--- config.mk ---
export PLATFORM = sky130hd
export DESIGN_NAME = mft_regs
export DESIGN_NICKNAME = d
export VERILOG_FILES = /design/src/hw/rtl/mft_pkg.sv /design/src/hw/rtl/mft_regs.sv
export SDC_FILE = /design/constraint.sdc
export NUM_CORES = 1
export LEC_CHECK = 0
export ABC_CLOCK_PERIOD_IN_PS = 4900
export BUFFER_PORTS_ARGS = -buffer_cell sky130_fd_sc_hd__buf_4
export CORE_UTILIZATION = 50
export CTS_CLUSTER_SIZE = 14
export DETAILED_ROUTE_END_ITERATION = 16
export HOLD_SLACK_MARGIN = 0.06
export PLACE_DENSITY = 0.77
export SYNTH_ARGS = -nofsm -noshare
export SYNTH_HDL_FRONTEND = slang
export SYNTH_SLANG_ARGS = --single-unit
--- constraint.sdc ---
create_clock -name clk_i -period 4.9 [get_ports clk_i]
set_input_delay 0.98 -clock clk_i [delete_from_list [all_inputs] [get_ports clk_i]]
set_output_delay 0.98 -clock clk_i [all_outputs]
set_load 0.03 [all_outputs]
--- src/hw/rtl/mft_pkg.sv ---
// Package for the Magic Formula tire force block: fixed point helpers,
// CORDIC constants, register indexes and shared types. No dependencies.
package mft_pkg;

  localparam int unsigned FRAC_BITS    = 16;
  localparam int unsigned CORDIC_ITERS = 30;
  localparam int unsigned NUM_REGS     = 8;
  localparam int unsigned ADDR_W       = 5;

  localparam logic [63:0]        Q30_TWO_PI   = 64'd6746518853;
  localparam logic signed [33:0] Q30_PI       = 34'sd3373259426;
  localparam logic signed [33:0] Q30_HALF_PI  = 34'sd1686629713;
  localparam logic signed [33:0] Q30_GAIN_INV = 34'sd652032874;

  localparam logic [2:0] ROAD_MIN = 3'd1;
  localparam logic [2:0] ROAD_MAX = 3'd4;

  localparam logic signed [63:0] SAT_MAX = 64'sd2147483647;
  localparam logic signed [63:0] SAT_MIN = -64'sd2147483648;

  typedef enum logic [2:0] {
    REG_LONG_B = 3'd0,
    REG_LONG_C = 3'd1,
    REG_LONG_D = 3'd2,
    REG_LONG_E = 3'd3,
    REG_LAT_B  = 3'd4,
    REG_LAT_C  = 3'd5,
    REG_LAT_D  = 3'd6,
    REG_LAT_E  = 3'd7
  } reg_idx_e;

  localparam logic [31:0] REG_RESET [NUM_REGS] = '{
    32'd196608, 32'd95027, 32'd1248913, 32'd34079,
    32'd655360, 32'd95027, 32'd89850, 32'd63570
  };

  typedef struct packed {
    logic signed [31:0] b;
    logic signed [31:0] c;
    logic signed [31:0] d;
    logic signed [31:0] e;
  } coef_t;

  // Sideband that travels with each word down the pipeline.
  typedef struct packed {
    logic mode;
    logic bad;
  } side_t;

  function automatic logic signed [31:0] atan_q30(int unsigned i);
    logic signed [31:0] t;
    case (i)
      0:  t = 32'sd843314857;
      1:  t = 32'sd497837829;
      2:  t = 32'sd263043837;
      3:  t = 32'sd133525159;
      4:  t = 32'sd67021687;
      5:  t = 32'sd33543516;
      6:  t = 32'sd16775851;
      7:  t = 32'sd8388437;
      8:  t = 32'sd4194283;
      9:  t = 32'sd2097149;
      default: t = 32'sd1 <<< (30 - i);
    endcase
    return t;
  endfunction

  function automatic logic signed [31:0] sat32(logic signed [63:0] v);
    logic signed [31:0] r;
    if (v > SAT_MAX) r = 32'sh7fffffff;
    else if (v < SAT_MIN) r = 32'sh80000000;
    else r = v[31:0];
    return r;
  endfunction

  function automatic logic signed [31:0] fx_mul(logic signed [31:0] a,
                                                logic signed [31:0] b,
                                                int unsigned f);
    logic signed [63:0] ae;
    logic signed [63:0] be;
    logic signed [63:0] p;
    ae = a;
    be = b;
    p  = ae * be;
    return sat32(p >>> f);
  endfunction

  function automatic logic signed [31:0] fx_sub(logic signed [31:0] a,
                                                logic signed [31:0] b);
    logic signed [63:0] ae;
    logic signed [63:0] be;
    ae = a;
    be = b;
    return sat32(ae - be);
  endfunction

  // Round a Q30 value to nearest, half up, into f fractional bits.
  function automatic logic signed [31:0] q30_to_fx(logic signed [63:0] v,
                                                   int unsigned f);
    logic signed [63:0] r;
    r = v + (64'sd1 <<< (29 - f));
    return sat32(r >>> (30 - f));
  endfunction

endpackage

--- src/hw/rtl/mft_regs.sv ---
// Coefficient register file with an APB-style write and read port.
// Depends on mft_pkg.
module mft_regs (
  input  logic                        clk_i,
  input  logic                        rst_ni,
  input  logic                        psel,
  input  logic                        penable,
  input  logic                        pwrite,
  input  logic [mft_pkg::ADDR_W-1:0]  paddr,
  input  logic [31:0]                 pwdata,
  output logic [31:0]                 prdata,
  output logic                        pready,
  output mft_pkg::coef_t              coef_o [2]
);

  logic [31:0] regs_q [mft_pkg::NUM_REGS];
  logic [2:0]  idx;

  assign idx    = paddr[mft_pkg::ADDR_W-1:2];
  assign pready = 1'b1;
  assign prdata = regs_q[idx];

  always_ff @(posedge clk_i or negedge rst_ni) begin
    if (!rst_ni) begin
      regs_q <= mft_pkg::REG_RESET;
    end else if (psel && penable && pwrite) begin
      regs_q[idx] <= pwdata;
    end
  end

  always_comb begin
    coef_o[0].b = regs_q[mft_pkg::REG_LONG_B];
    coef_o[0].c = regs_q[mft_pkg::REG_LONG_C];
    coef_o[0].d = regs_q[mft_pkg::REG_LONG_D];
    coef_o[0].e = regs_q[mft_pkg::REG_LONG_E];
    coef_o[1].b = regs_q[mft_pkg::REG_LAT_B];
    coef_o[1].c = regs_q[mft_pkg::REG_LAT_C];
    coef_o[1].d = regs_q[mft_pkg::REG_LAT_D];
    coef_o[1].e = regs_q[mft_pkg::REG_LAT_E];
  end

endmodule

======== Word level (Yosys, flattened, before mapping) ========
Cells that the tools add are included.
storage, ports and cells
  input bits .............................. 42
  register bits after elaboration ......... 256
  output and inout bits ................... 289
operators by class
  reductions and logical operators ........ 3
  mux-type cells .......................... 6
  $lt $le $gt $ge ......................... 2
  bitwise gates (word level) .............. 1
operators by type and width
  cell                                                        count
  bitwise mux 256 bit                                         1
  binary-select mux 32 bit (select 3 bit)                     1
  demux 32 bit (select 3 bit)                                 1
  2-to-1 mux 32 bit                                           3
  greater-or-equal comparator 4 bit, second input constant    1
  less-than comparator 4 x 1 -> 1 bit, second input constant  1
  inverter 3 -> 4 bit                                         1
  logical AND 1 bit                                           3

======== Longest topological paths before layout ========
  depth in word-level cells ............... 6
  mapped depth ............................ 6

======== Worst setup path before layout ========
Ideal clock, no wire load.
  path kind ............................... input-to-output
  start point ............................. in paddr[2] in the netlist's numbering
  end point ............................... out prdata[24]
  path slack .............................. 1.621 ns
  path buffers ............................ 3
  data required time ...................... 3.920 ns
  arrival time ............................ 2.299 ns
  stages on the path ...................... 5
  cell sequence ........................... buf_4 buf_6 buf_4 mux4_2 mux2_2
on the way
  cells in the longest elaborated chain, start to end .. 4
ends and longest elaborated chain
  what                                                  line            RTL
  from (decl)                                           mft_regs.sv:9   input logic [mft_pkg::ADDR_W-1:0] paddr,
  inverter 3 -> 4 bit (not written as such)             mft_regs.sv:21  assign prdata = regs_q[idx];
  binary-select mux 32 bit (select 3 bit)               mft_regs.sv:21
  2-to-1 mux 32 bit (not written as such) (2 in a row)  mft_regs.sv:21
  to (decl)                                             mft_regs.sv:11  output logic [31:0] prdata,
Every way passes these cells. The select of a mux whose other input is x is not followed.

======== Final worst setup path ========
  start point ............................. in paddr[2] in the netlist's numbering
  end point ............................... out prdata[3]
Same word-level chain as after synthesis.

==> results.cfg <==
[floorplanning]
pin_count = 331
die_x_um = 155
start_util_pct = 51.3
die_area_um2 = 24000
core_um2 = 22800
die_y_um = 155
rows = 55

[drt]
dr.pass1.iters = 4
drtIter0Drc = 261
drc = 0
routedWlPerCell_um = 23.4
drt-total-wl_um = 31300
via_per_inst = 5.58
ant_nets = 0
vias = 7464

[clock_network]
root_buffer = clkbuf_16
cts_tree = yes
postCtsSetupRepairBufs = 0
clockBufferDepth = 3
cts_max_level = 1
cts-resized-gates = 0
cts_made_buffers = 28
insertion_delay_ps = 530
clock_sinks = 256
ctsHoldBuffers = 0
clk_pin_slew_ps = 60

[synthesis]
synthArstFlopShare_pct = 100
yosys.area_share.simple_pct = 1.04
ys.flop_type = dfrtp_1
synthXorXnorAreaFrac_pct = 0
synth_compound_area_share_pct = 0.225
synth_top_family_by_area = multiplexers
syn_area_um2 = 11700
ys_types = 26
syn_inst = 675
synthAdderAreaFrac_pct = 0
synth_edf_count = 0
synth-seq-cells = 256
postSynthAreaPerCell_um2 = 17.3
ys_seq_area_share_pct = 55.5
syn-num-nets = 717
yosys_warnings = 0
muxShareOfSynthArea_pct = 40.7

[final_layout]
layout_common_cells = buf_4 (339), mux2_2 (249), dfrtp_1 (195), mux4_2 (62), dfstp_2 (61)
fin_nets = 1045
regArea_um2 = 6480
multi_input_area_um2 = 4970
layout-drive-gt1-share_pct = 78.2
n_antenna_cell = 0
nFillCells = 1598
area.growth.synth_to_final_pct = 32.2
largest_reg_flops = 256
layout_commonest_cell = buf_4

[power_and_ir_drop]
vdd_drop_max_mv = 0.333
combPwrFrac_pct = 34.6
seq_power_share_pct = 37.8
p_leak_uw = 0.00727
p_sw_share_pct = 34.6
total_power_uw = 7810
power.density_nw_per_um2 = 505
power.internal_uw = 5110
p_clk_share_pct = 27.6
p_switching_uw = 2700

[sta]
hold_viol = 0
fin_crit_sh_pct = 80.9
setup_viol = 0
fin_setup_tns_ps = 0
max_slew.worst_pin.slew_ps = 1090
clock.fmax_mhz = 252
max_slew_margin_pct = 27.6
period_minus_slack_ps = 3960
rsz0062_at_grt = no
clock_skew_ps = 0
fin_ws_ps = 938
finalMaxSlewViolations = 0

[critical_path]
worstSetupStartpoint = paddr[2]
worstSetupPathType = input port to output pin
path_buf_inv = 3
path_delay_family = buffers and inverters
crit_slowest_cell = buf_4
cp_data_arrival_time_ps = 2980
crit_path_max_fanout = 41
endpoint_kind = output pin
cp.required_ps = 3920
reg2reg_from = coef_o[83]
crit_chain = buf_4 -> buf_4 -> mux4_2 -> mux2_2 -> buf_4
crit_top_cell = buf_4
cp_slowest_stage_delay_ps = 630
startpoint_type = input port

[grt]
grt_pass1_vias = 8028
grtUsageTotal_pct = 26.7
grt_start_max_net_pins = 100
grt_pass1_wl_um = 48700
antenna_found_initial = 0
grt_overflow = 0

[status]
status = finished clean

[place]
port_buffers = 327
dp_hpwl_um = 20800
pre_cts_slack_ps = 889
gp_congestion = 0.767

[run]
maxCapViolCount = 0

[min_path]
hold_class = input port to async pin
layout make-up:
class	instances	share of cell area (%)
flip-flops and latches	256	42.0
clock buffers	43	5.62
well taps	313	2.53
multi-input cells	373	32.1
clock inverters	9	0.656
repair buffers	344	17.1
final timing paths:
| path | depth (start not counted) | end | slack, ps |
|---|---|---|---|
| hold reg to reg | 1 | coef_o[7] | 510 |
| hold / removal | 1 | coef_o[34] | 450 |
| min in group clk_i | 1 | coef_o[7] | 510 |
| setup reg to reg | 1 | coef_o[83] | 4080 |
| setup / recovery | 5 | prdata[3] | 940 |
| max in group asynchronous | 2 | coef_o[241] | 3360 |
logic make-up (layout without fill, tap and decap cells):
family	count (synthesis)	after routing
other cells	1	1
flops	256	256
compound gates	3	3
buf+inv	46	396
simple gates	18	18
mux	351	351
stage by stage:
stage	hold WS, ps	instance area [um^2]	utilization [%]	cells
4_1_cts	485	15400	67.8	1338
5_1_grt	511	15400	67.8	1338
2_1_floorplan	679	11700	-	675
3_5_place_dp	503	14500	63.6	1286
3_3_place_gp	501	14500	63.6	1286
6_report	449	15400	67.8	1338
power groups by stage:
stage	clock (uW)	combinational, uW	sequential, uW
detailed placement	0	2710	2980
floorplan	0	845	3740
CTS	2200	2720	2950
global placement	0	2680	2960
global route	2280	2810	3020
finish	2150	2700	2950
per-layer routing:
metal	track usage (%)	wire length, um
met5	0	0
met4	7.59	873
met3	6.49	2000
met2	45.3	15800
met1	34.1	12600
synthesized netlist by cell type, types with 2 or more instances:
master,n,share of area [%]
mux2_4,30,3.9
dfrtp_1,195,42
buf_6,7,0.67
nor3b_1,2,0.13
dfstp_2,61,14
clkbuf_1,8,0.26
buf_4,12,0.77
buf_2,18,0.77
nand2_1,2,0.064
nor2_1,6,0.19
mux2_2,249,24
mux2i_1,2,0.17
mux2_1,8,0.77
mux4_2,62,12
nand4b_1,2,0.15
Note: power is estimated with default switching activity, not from simulation.
